--- src/sv/ipv4c_pkg.sv ---
// ----------------------------------------------------------------------------
// ipv4c_pkg
// Shared types and constants of the IPv4 header checksum checker.
// ----------------------------------------------------------------------------
package ipv4c_pkg;

	// check status codes
	typedef enum logic [1:0] {
		STATUS_NOT_CHECKED = 2'd0,
		STATUS_GOOD        = 2'd1,
		STATUS_BAD         = 2'd2
	} status_t;

	// word positions within the header
	localparam logic [4:0] IDX_VER_IHL  = 5'd0;
	localparam logic [4:0] IDX_TOT_LEN  = 5'd1;
	localparam logic [4:0] IDX_IDENT    = 5'd2;
	localparam logic [4:0] IDX_FLAGS    = 5'd3;
	localparam logic [4:0] IDX_TTL_PROT = 5'd4;
	localparam logic [4:0] IDX_CHECKSUM = 5'd5;

	// a result never comes before the last word of the fixed header part
	localparam logic [4:0] MIN_SPAN     = 5'd10;

	// one result item
	typedef struct packed {
		logic [3:0]  version;
		logic [3:0]  header_len;
		logic [15:0] datagram_len;
		logic [15:0] ident;
		logic        reserved_bit;
		logic        dont_fragment;
		logic        more_fragments;
		logic [12:0] frag_offset;
		logic [7:0]  time_to_live;
		logic [7:0]  protocol;
		logic [15:0] calc_checksum;
		status_t     check_status;
	} result_t;

	// parser status seen by the output stage
	typedef struct packed {
		logic in_header;
		logic will_emit;
	} core_stat_t;

endpackage

--- src/sv/ipv4c_if.sv ---
// ----------------------------------------------------------------------------
// ipv4c interfaces
// Valid/ready channels for header words, results and the config register.
// ----------------------------------------------------------------------------
interface ipv4c_word_if;
	logic        valid;
	logic        ready;
	logic [15:0] header_word;
	logic        first_word;

	modport source (output valid, output header_word, output first_word, input ready);
	modport sink (input valid, input header_word, input first_word, output ready);
endinterface

interface ipv4c_res_if;
	logic        valid;
	logic        ready;
	logic [3:0]  version;
	logic [3:0]  header_len;
	logic [15:0] datagram_len;
	logic [15:0] ident;
	logic        reserved_bit;
	logic        dont_fragment;
	logic        more_fragments;
	logic [12:0] frag_offset;
	logic [7:0]  time_to_live;
	logic [7:0]  protocol;
	logic [15:0] calc_checksum;
	logic [1:0]  check_status;

	modport source (output valid, output version, output header_len, output datagram_len,
		output ident, output reserved_bit, output dont_fragment, output more_fragments,
		output frag_offset, output time_to_live, output protocol, output calc_checksum,
		output check_status, input ready);
	modport sink (input valid, input version, input header_len, input datagram_len,
		input ident, input reserved_bit, input dont_fragment, input more_fragments,
		input frag_offset, input time_to_live, input protocol, input calc_checksum,
		input check_status, output ready);
endinterface

interface ipv4c_cfg_if;
	logic valid;
	logic ready;
	logic check_enable;

	modport source (output valid, output check_enable, input ready);
	modport sink (input valid, input check_enable, output ready);
endinterface

--- src/sv/ipv4c_core.sv ---
// ----------------------------------------------------------------------------
// ipv4c_core
// Header parser: tracks word index, captures fields and folds the
// one's-complement sum; flags the word that closes a header.
// ----------------------------------------------------------------------------
module ipv4c_core (
	input  logic                 clk,
	input  logic                 arst_n,
	input  logic                 take,
	input  logic [15:0]          header_word,
	input  logic                 first_word,
	input  logic                 check_enable,
	output logic                 emit,
	output ipv4c_pkg::result_t   result,
	output ipv4c_pkg::core_stat_t stat
);

	logic [4:0]  idx_q;
	logic [15:0] sum_q;
	logic        in_hdr_q;
	logic [3:0]  ver_q;
	logic [3:0]  ihl_q;
	logic [15:0] tlen_q;
	logic [15:0] ident_q;
	logic [15:0] flags_q;
	logic [7:0]  ttl_q;
	logic [7:0]  proto_q;
	logic [15:0] stored_q;

	logic        active;
	logic [4:0]  idx_eff;
	logic [15:0] sum_eff;
	logic [3:0]  ihl_eff;
	logic [3:0]  ver_eff;
	logic [4:0]  lim;
	logic [4:0]  last;
	logic [4:0]  lim_q;
	logic [4:0]  last_q;
	logic [16:0] sum_wide;
	logic [15:0] sum_next;
	logic [15:0] calc;
	logic [15:0] stored_eff;

	// resolve the effective state: a start flag opens a fresh header
	always_comb begin
		active  = first_word || in_hdr_q;
		idx_eff = first_word ? ipv4c_pkg::IDX_VER_IHL : idx_q;
		sum_eff = first_word ? 16'h0000 : sum_q;
		ihl_eff = (idx_eff == ipv4c_pkg::IDX_VER_IHL) ? header_word[11:8] : ihl_q;
		ver_eff = (idx_eff == ipv4c_pkg::IDX_VER_IHL) ? header_word[15:12] : ver_q;
		stored_eff = (idx_eff == ipv4c_pkg::IDX_CHECKSUM) ? header_word : stored_q;
	end

	// last word index: max(2*IHL, 10) - 1
	always_comb begin
		lim    = {ihl_eff, 1'b0};
		last   = ((lim > ipv4c_pkg::MIN_SPAN) ? lim : ipv4c_pkg::MIN_SPAN) - 5'd1;
		lim_q  = {ihl_q, 1'b0};
		last_q = ((lim_q > ipv4c_pkg::MIN_SPAN) ? lim_q : ipv4c_pkg::MIN_SPAN) - 5'd1;
	end

	// fold the word in with end-around carry, skipping the stored checksum and words past 2*IHL
	always_comb begin
		sum_wide = {1'b0, sum_eff} + {1'b0, header_word};
		if (idx_eff < lim && idx_eff != ipv4c_pkg::IDX_CHECKSUM) begin
			sum_next = sum_wide[15:0] + {15'd0, sum_wide[16]};
		end else begin
			sum_next = sum_eff;
		end
		calc = ~sum_next;
	end

	assign emit = active && (idx_eff >= last);

	// assemble the result from captured fields and the current word
	always_comb begin
		result.version        = ver_eff;
		result.header_len     = ihl_eff;
		result.datagram_len   = tlen_q;
		result.ident          = ident_q;
		result.reserved_bit   = flags_q[15];
		result.dont_fragment  = flags_q[14];
		result.more_fragments = flags_q[13];
		result.frag_offset    = flags_q[12:0];
		result.time_to_live   = ttl_q;
		result.protocol       = proto_q;
		result.calc_checksum  = calc;
		if (!check_enable) begin
			result.check_status = ipv4c_pkg::STATUS_NOT_CHECKED;
		end else if (calc == stored_eff) begin
			result.check_status = ipv4c_pkg::STATUS_GOOD;
		end else begin
			result.check_status = ipv4c_pkg::STATUS_BAD;
		end
	end

	// a non-start word can close the header only when the index is at its end
	assign stat.in_header = in_hdr_q;
	assign stat.will_emit = in_hdr_q && (idx_q >= last_q);

	// advance index, sum and header state on each accepted beat within a header
	always_ff @(posedge clk or negedge arst_n) begin
		if (!arst_n) begin
			idx_q    <= 5'd0;
			sum_q    <= 16'h0000;
			in_hdr_q <= 1'b0;
			ihl_q    <= 4'd0;
		end else if (take && active) begin
			ihl_q <= ihl_eff;
			if (emit) begin
				idx_q    <= 5'd0;
				sum_q    <= sum_next;
				in_hdr_q <= 1'b0;
			end else begin
				idx_q    <= idx_eff + 5'd1;
				sum_q    <= sum_next;
				in_hdr_q <= 1'b1;
			end
		end
	end

	// capture header fields by word position
	always_ff @(posedge clk) begin
		if (take && active) begin
			case (idx_eff)
				ipv4c_pkg::IDX_VER_IHL:  ver_q    <= header_word[15:12];
				ipv4c_pkg::IDX_TOT_LEN:  tlen_q   <= header_word;
				ipv4c_pkg::IDX_IDENT:    ident_q  <= header_word;
				ipv4c_pkg::IDX_FLAGS:    flags_q  <= header_word;
				ipv4c_pkg::IDX_TTL_PROT: begin
					ttl_q   <= header_word[15:8];
					proto_q <= header_word[7:0];
				end
				ipv4c_pkg::IDX_CHECKSUM: stored_q <= header_word;
				default: ;
			endcase
		end
	end

endmodule

--- src/sv/ipv4_header_checksum_checker_top.sv ---
// ----------------------------------------------------------------------------
// ipv4_header_checksum_checker_top
// Checks the IPv4 header checksum and reports the parsed header fields.
// ----------------------------------------------------------------------------
// Usage:
//   hdr_in  - header words, big-endian 16-bit beats; first_word marks word 0.
//             A start flag in the middle of a header restarts it, and words
//             outside a header are dropped.
//   res_out - one result beat per header, after word max(2*IHL,10)-1:
//             captured fields, the complemented one's-complement sum and a
//             status (not checked, good, bad).
//   cfg     - writes check_enable; always ready. Write only while idle.
// Throughput: one word per cycle unless a closing word waits; set by the single
// 16-bit end-around add between the parser state and the result register.
// Latency: the result is valid in the cycle after its closing word.
// Stall: the result register holds while res_out.ready is low; words keep
// flowing until the header reaches its closing index, and the word at that
// index waits until the result register is free.
// Reset: arst_n clears header state, the result valid and check_enable.
// ----------------------------------------------------------------------------
module ipv4_header_checksum_checker_top (
	input  logic         clk,
	input  logic         arst_n,
	ipv4c_word_if.sink   hdr_in,
	ipv4c_res_if.source  res_out,
	ipv4c_cfg_if.sink    cfg
);

	logic                  check_en_q;
	logic                  take;
	logic                  emit;
	logic                  res_valid_q;
	ipv4c_pkg::result_t    result;
	ipv4c_pkg::result_t    res_q;
	ipv4c_pkg::core_stat_t stat;

	// config register
	assign cfg.ready = 1'b1;

	always_ff @(posedge clk or negedge arst_n) begin
		if (!arst_n) begin
			check_en_q <= 1'b0;
		end else if (cfg.valid) begin
			check_en_q <= cfg.check_enable;
		end
	end

	// accept unless a closing beat would meet a full, stalled result register
	assign hdr_in.ready = !stat.will_emit || !res_valid_q || res_out.ready;
	assign take         = hdr_in.valid && hdr_in.ready;

	ipv4c_core u_core (
		.clk          (clk),
		.arst_n       (arst_n),
		.take         (take),
		.header_word  (hdr_in.header_word),
		.first_word   (hdr_in.first_word),
		.check_enable (check_en_q),
		.emit         (emit),
		.result       (result),
		.stat         (stat)
	);

	// result register: load on a closing beat, drop when taken
	always_ff @(posedge clk or negedge arst_n) begin
		if (!arst_n) begin
			res_valid_q <= 1'b0;
		end else if (take && emit) begin
			res_valid_q <= 1'b1;
		end else if (res_out.ready) begin
			res_valid_q <= 1'b0;
		end
	end

	always_ff @(posedge clk) begin
		if (take && emit) begin
			res_q <= result;
		end
	end

	assign res_out.valid          = res_valid_q;
	assign res_out.version        = res_q.version;
	assign res_out.header_len     = res_q.header_len;
	assign res_out.datagram_len   = res_q.datagram_len;
	assign res_out.ident          = res_q.ident;
	assign res_out.reserved_bit   = res_q.reserved_bit;
	assign res_out.dont_fragment  = res_q.dont_fragment;
	assign res_out.more_fragments = res_q.more_fragments;
	assign res_out.frag_offset    = res_q.frag_offset;
	assign res_out.time_to_live   = res_q.time_to_live;
	assign res_out.protocol       = res_q.protocol;
	assign res_out.calc_checksum  = res_q.calc_checksum;
	assign res_out.check_status   = res_q.check_status;

	// a closing beat is one the ready logic anticipated
	a_emit_expected: assert property (@(posedge clk) disable iff (!arst_n)
		take && emit |-> stat.will_emit)
		else $error("closing beat not anticipated by ready logic");

	// never overwrite a pending result
	a_no_overwrite: assert property (@(posedge clk) disable iff (!arst_n)
		take && emit |-> (!res_valid_q || res_out.ready))
		else $error("result register overwritten");

	// a closed header leaves the parser outside any header
	a_header_closed: assert property (@(posedge clk) disable iff (!arst_n)
		take && emit |=> !stat.in_header)
		else $error("header still open after result");

	// status code is always one of the three defined values
	a_status_code: assert property (@(posedge clk) disable iff (!arst_n)
		res_valid_q |-> (res_q.check_status == ipv4c_pkg::STATUS_NOT_CHECKED
			|| res_q.check_status == ipv4c_pkg::STATUS_GOOD
			|| res_q.check_status == ipv4c_pkg::STATUS_BAD))
		else $error("undefined check status");

endmodule

--- src/flat_wrapper.sv ---
// flat-port wrapper written by rule: the top's interface ports become plain ports
module ipv4_header_checksum_checker_top_flat 
  (clk, arst_n, hdr_in_valid, hdr_in_header_word, hdr_in_first_word, hdr_in_ready, res_out_valid, res_out_version, res_out_header_len, res_out_datagram_len, res_out_ident, res_out_reserved_bit, res_out_dont_fragment, res_out_more_fragments, res_out_frag_offset, res_out_time_to_live, res_out_protocol, res_out_calc_checksum, res_out_check_status, res_out_ready, cfg_valid, cfg_check_enable, cfg_ready);
  ipv4c_word_if hdr_in_i ();
  ipv4c_res_if res_out_i ();
  ipv4c_cfg_if cfg_i ();
  input  logic clk;
  input  logic arst_n;
  input wire logic [$bits(hdr_in_i.valid)-1:0] hdr_in_valid;
  input wire logic [$bits(hdr_in_i.header_word)-1:0] hdr_in_header_word;
  input wire logic [$bits(hdr_in_i.first_word)-1:0] hdr_in_first_word;
  output wire logic [$bits(hdr_in_i.ready)-1:0] hdr_in_ready;
  output wire logic [$bits(res_out_i.valid)-1:0] res_out_valid;
  output wire logic [$bits(res_out_i.version)-1:0] res_out_version;
  output wire logic [$bits(res_out_i.header_len)-1:0] res_out_header_len;
  output wire logic [$bits(res_out_i.datagram_len)-1:0] res_out_datagram_len;
  output wire logic [$bits(res_out_i.ident)-1:0] res_out_ident;
  output wire logic [$bits(res_out_i.reserved_bit)-1:0] res_out_reserved_bit;
  output wire logic [$bits(res_out_i.dont_fragment)-1:0] res_out_dont_fragment;
  output wire logic [$bits(res_out_i.more_fragments)-1:0] res_out_more_fragments;
  output wire logic [$bits(res_out_i.frag_offset)-1:0] res_out_frag_offset;
  output wire logic [$bits(res_out_i.time_to_live)-1:0] res_out_time_to_live;
  output wire logic [$bits(res_out_i.protocol)-1:0] res_out_protocol;
  output wire logic [$bits(res_out_i.calc_checksum)-1:0] res_out_calc_checksum;
  output wire logic [$bits(res_out_i.check_status)-1:0] res_out_check_status;
  input wire logic [$bits(res_out_i.ready)-1:0] res_out_ready;
  input wire logic [$bits(cfg_i.valid)-1:0] cfg_valid;
  input wire logic [$bits(cfg_i.check_enable)-1:0] cfg_check_enable;
  output wire logic [$bits(cfg_i.ready)-1:0] cfg_ready;
  assign hdr_in_i.valid = hdr_in_valid;
  assign hdr_in_i.header_word = hdr_in_header_word;
  assign hdr_in_i.first_word = hdr_in_first_word;
  assign hdr_in_ready = hdr_in_i.ready;
  assign res_out_valid = res_out_i.valid;
  assign res_out_version = res_out_i.version;
  assign res_out_header_len = res_out_i.header_len;
  assign res_out_datagram_len = res_out_i.datagram_len;
  assign res_out_ident = res_out_i.ident;
  assign res_out_reserved_bit = res_out_i.reserved_bit;
  assign res_out_dont_fragment = res_out_i.dont_fragment;
  assign res_out_more_fragments = res_out_i.more_fragments;
  assign res_out_frag_offset = res_out_i.frag_offset;
  assign res_out_time_to_live = res_out_i.time_to_live;
  assign res_out_protocol = res_out_i.protocol;
  assign res_out_calc_checksum = res_out_i.calc_checksum;
  assign res_out_check_status = res_out_i.check_status;
  assign res_out_i.ready = res_out_ready;
  assign cfg_i.valid = cfg_valid;
  assign cfg_i.check_enable = cfg_check_enable;
  assign cfg_ready = cfg_i.ready;
  ipv4_header_checksum_checker_top u_core (.clk(clk), .arst_n(arst_n), .hdr_in(hdr_in_i), .res_out(res_out_i), .cfg(cfg_i));
endmodule
--- config.mk ---
export PLATFORM = sky130hd
export DESIGN_NAME = ipv4_header_checksum_checker_top_flat
export DESIGN_NICKNAME = d
export VERILOG_FILES = /design/src/sv/ipv4c_pkg.sv /design/src/sv/ipv4c_if.sv /design/src/sv/ipv4c_core.sv /design/src/sv/ipv4_header_checksum_checker_top.sv /design/src/flat_wrapper.sv
export SDC_FILE = /design/constraint.sdc
export NUM_CORES = 1
export LEC_CHECK = 0
export ABC_AREA = 1
export CAP_MARGIN = 0
export CORE_MARGIN = 1.5
export CORE_UTILIZATION = 35
export DETAILED_ROUTE_END_ITERATION = 12
export DONT_BUFFER_PORTS = 1
export GPL_TIMING_DRIVEN = 0
export PLACE_DENSITY = 0.58
export SLEW_MARGIN = 5
export SYNTH_ARGS = -nofsm -noshare
export SYNTH_HDL_FRONTEND = slang
export SYNTH_SLANG_ARGS = --single-unit
export TNS_END_PERCENT = 20
--- constraint.sdc ---
create_clock -name clk -period 9.4 [get_ports clk]
set_input_delay 0.47 -clock clk [delete_from_list [all_inputs] [get_ports clk]]
set_output_delay 0.47 -clock clk [all_outputs]
set_load 0.02 [all_outputs]
==> impl_metrics.json <==
{
  "final-seq-area_sq_um": 5930,
  "start_util_pct": 35.4,
  "pwr-share-seq_pct": 40.1,
  "path_class": "flip-flop to flip-flop",
  "vias": 6407,
  "final_cells": 1326,
  "yosys_register_bits": 202,
  "synth_top_area_share_pct": 55.0,
  "clkPwrFrac_pct": 28.4,
  "worstHoldPathCells": 0,
  "finalSetupViolCount": 0,
  "htreeDepth": 1,
  "cts_buffers": 20,
  "min_period_ns": 5.15,
  "fin_nets": 1029,
  "via_per_inst": 4.83,
  "path_delay_family": "buffers and inverters",
  "fin_area_sq_um": 10800,
  "die_w_um": 168,
  "grt_pass1_vias": 5974,
  "hold_buffers": 2,
  "diodes": 0,
  "worstPathArrival_ns": 5.34,
  "overflow": 0,
  "crit_required_ns": 9.59,
  "io_pins": 116,
  "routed_wl_um": 21600,
  "dp_hpwl_um": 16600,
  "cts_sinks": 202,
  "min_from": "hdr_in_header_word[15]",
  "peakVddDrop_v": 0.000124,
  "critPathCaptureType": "flip-flop",
  "tightestPinTransition_ns": 1.17,
  "drtPass1Iterations": 5,
  "finalCritPeriodShare_pct": 54.8,
  "avgSynthCellArea_sq_um": 10.1,
  "crit_chain": "a21oi_1, nor2_1, ha_1, ha_1, a21oi_1, o221ai_1, nand2_1, nand2_1, a21oi_1, clkinv_1, clkbuf_1, nor4_2, buf_6, buf_4",
  "drt_iter0_drc": 487,
  "route.met2.wl_um": 10300,
  "clock_latency_ns": 0.49,
  "die-area_sq_um": 28100,
  "r2r-start": "u_core.u_core.ihl_q[1]$_DFFE_PN0P_",
  "cp_num_cells": 14,
  "max_slew_margin_pct": 21.7,
  "synth_area_sq_um": 9500,
  "hold_viol_final": 0,
  "ant_nets": 0,
  "maxUsedRoutingLayer": "met4",
  "rsz0062_at_grt": "no",
  "synthesis.nets": 998,
  "path_common_cell": "a21oi_1",
  "antenna_found_initial": 0,
  "wl_per_cell_um": 16.3,
  "grt_pass1_wl_um": 33600,
  "clk_pin_slew_worst_paths_ns": 0.07,
  "r2r_cells": 14,
  "syn2layout_area_growth_pct": 13.6,
  "grt_usage_pct": 15.2,
  "synth.most_common_cell": "nand2_1",
  "cts_setup_buffers": 0,
  "cp-start-kind": "flip-flop",
  "final_max_slew_viol_count": 0,
  "yosys.area.top_type": "edfxtp_1",
  "ys_seq_area_share_pct": 62.4,
  "leakage_nw": 4.63,
  "finalClockSkew_ns": 0.0150,
  "place.gp.congestion": 0.878,
  "cts_root_buffer": "clkbuf_16",
  "grt_max_degree": 37,
  "crit_path_max_incr_delay_ns": 0.90,
  "multi_input_area_sq_um": 3010,
  "ys_types": 39,
  "clk_path_buf_depth": 3,
  "dr_wl_met3_um": 1050,
  "status": "finished, final reports clean",
  "max_cap_violations": 0,
  "n_fill_cell": 2534,
  "synth_edf_count": 174,
  "io_buffers": 0,
  "synth_common_cells": "nand2_1, edfxtp_1, inv_1, nand3_1, nor2_1",
  "cp_max_fo": 10,
  "yosys-top-cells-area": "edfxtp_1, nand2_1, dfrtp_1",
  "coreArea_sq_um": 26800,
  "synth_top_flop_cell": "edfxtp_1",
  "die_y_um": 168,
  "cts_resized": 0,
  "crit_path_start": "u_core.u_core.ihl_q[1]$_DFFE_PN0P_",
  "synth_warnings": 0,
  "place_area_sq_um": 10000,
  "path_buf_inv": 4,
  "numPlacedInstances": 1288,
  "power_per_cell_area_nw_per_um2": 277,
  "p_switching_mw": 1.04,
  "ys_async_sr_fraction_pct": 13.9,
  "switching_share_pct": 34.9,
  "netlist_instances": 940,
  "drt-met1-wl_um": 9850,
  "rows": 60,
  "layout-drive-gt1-share_pct": 9.54,
  "fmax_mhz": 194,
  "intPower_mw": 1.95,
  "cts_tree": "done",
  "drc_errors": 0,
  "combPwrFrac_pct": 31.4,
  "hold_path_class": "input port to flip-flop",
  "slowest_stage": "a21oi_1"
}
[area by class of cell]
type	count	share of cell area (%)
Sequential cell	202	54.9
Multi-Input combinational cell	590	27.9
Clock buffer	23	4.94
Inverter	133	4.63
Tap cell	341	3.95
Clock inverter	13	1.67
Timing Repair Buffer	9	1.17
Buffer	15	0.835
[final timing paths]
kind	end	slack (ns)
max in group asynchronous	u_core.u_core.sum_q[14]$_DFFE_PN0P_	8.78
worst max register to register	u_core.u_core.ttl_q[3]$_DFFE_PP_	4.25
min in group asynchronous	u_core.u_core.sum_q[3]$_DFFE_PN0P_	0.44
worst min-delay path	u_core.u_core.tlen_q[15]$_DFFE_PP_	0.08
worst max-delay path	u_core.u_core.ttl_q[3]$_DFFE_PP_	4.25
worst min register to register	u_core.res_out.frag_offset[2]$_DFFE_PP_	0.42
[per-layer routing]
metal | up-vias | track usage [%]
met5 | - | 0
met4 | 0 | 4.19
met1 | 3007 | 19.8
li1 | 3203 | -
met2 | 169 | 26.3
met3 | 28 | 2.65
[power groups by stage]
stage	Combinational (mW)	Clock, mW	Sequential [mW]
3_5_place_dp	0.933	0	1.22
6_report	0.941	0.851	1.20
4_1_cts	0.941	0.870	1.20
5_1_grt	1.08	0.900	1.21
3_3_place_gp	0.903	0	1.23
2_1_floorplan	0.703	0	1.21
[layout by cell type, fill, tap and decap left out, types with 3 or more instances in the layout]
cell type	count
mux2_2	4
inv_1	127
clkinv_2	3
nand2_2	8
nand3b_1	4
nor2_1	61
inv_2	5
nand3_1	91
buf_6	4
clkbuf_1	9
or2_2	16
bufinv_16	4
buf_4	4
ha_1	34
inv_6	3
buf_12	3
edfxtp_1	174
clkbuf_16	21
a21oi_1	18
nand4_1	8
o21ai_0	52
o22ai_1	4
dfrtp_1	28
o21ai_1	4
o31ai_1	3
xor2_1	4
nand2_1	258
[flip-flops by register name, summed over array words and instances (netlist names), 2 cells and up]
name	count
u_core.res_out.protocol	8
u_core.res_out.frag_offset	13
u_core.res_out.time_to_live	8
u_core.u_core.ident_q	16
u_core.res_out.datagram_len	16
u_core.u_core.stored_q	16
u_core.res_out.check_status	2
u_core.u_core.proto_q	8
u_core.u_core.sum_q	16
u_core.u_core.ver_q	4
u_core.u_core.ttl_q	8
u_core.res_out.header_len	4
u_core.u_core.idx_q	5
u_core.res_out.calc_checksum	16
u_core.res_out.ident	16
u_core.res_out.version	4
u_core.u_core.flags_q	16
u_core.u_core.ihl_q	4
u_core.u_core.tlen_q	16
[through the flow]
| stage | hold slack [ns] | total power [mW] | TNS [ns] | utilization, % | worst slack [ns] |
|---|---|---|---|---|---|
| 6_report | 0.0775 | 2.99 | 0 | 40.3 | 4.25 |
| 5_1_grt | 0.0594 | 3.19 | 0 | 40.3 | 3.96 |
| 3_5_place_dp | 0.176 | 2.15 | 0 | 37.5 | 3.93 |
| 3_3_place_gp | 0.176 | 2.13 | -70.47 | 37.0 | -0.794 |
| 4_1_cts | 0.0619 | 3.01 | 0 | 40.3 | 4.22 |
| 2_1_floorplan | 0.174 | 1.91 | 0 | - | 1.82 |
[cells by family after synthesis]
logic type	count (synthesis)	synth area share, %
fa+ha+maj	35	4.69
flops	202	62.4
xor+xnor	5	0.461
mux	4	0.474
compound gates	87	5.00
buf+inv	148	6.19
other cells	1	0.0395
simple gates	458	20.8
(Power assumes the default switching activity.)
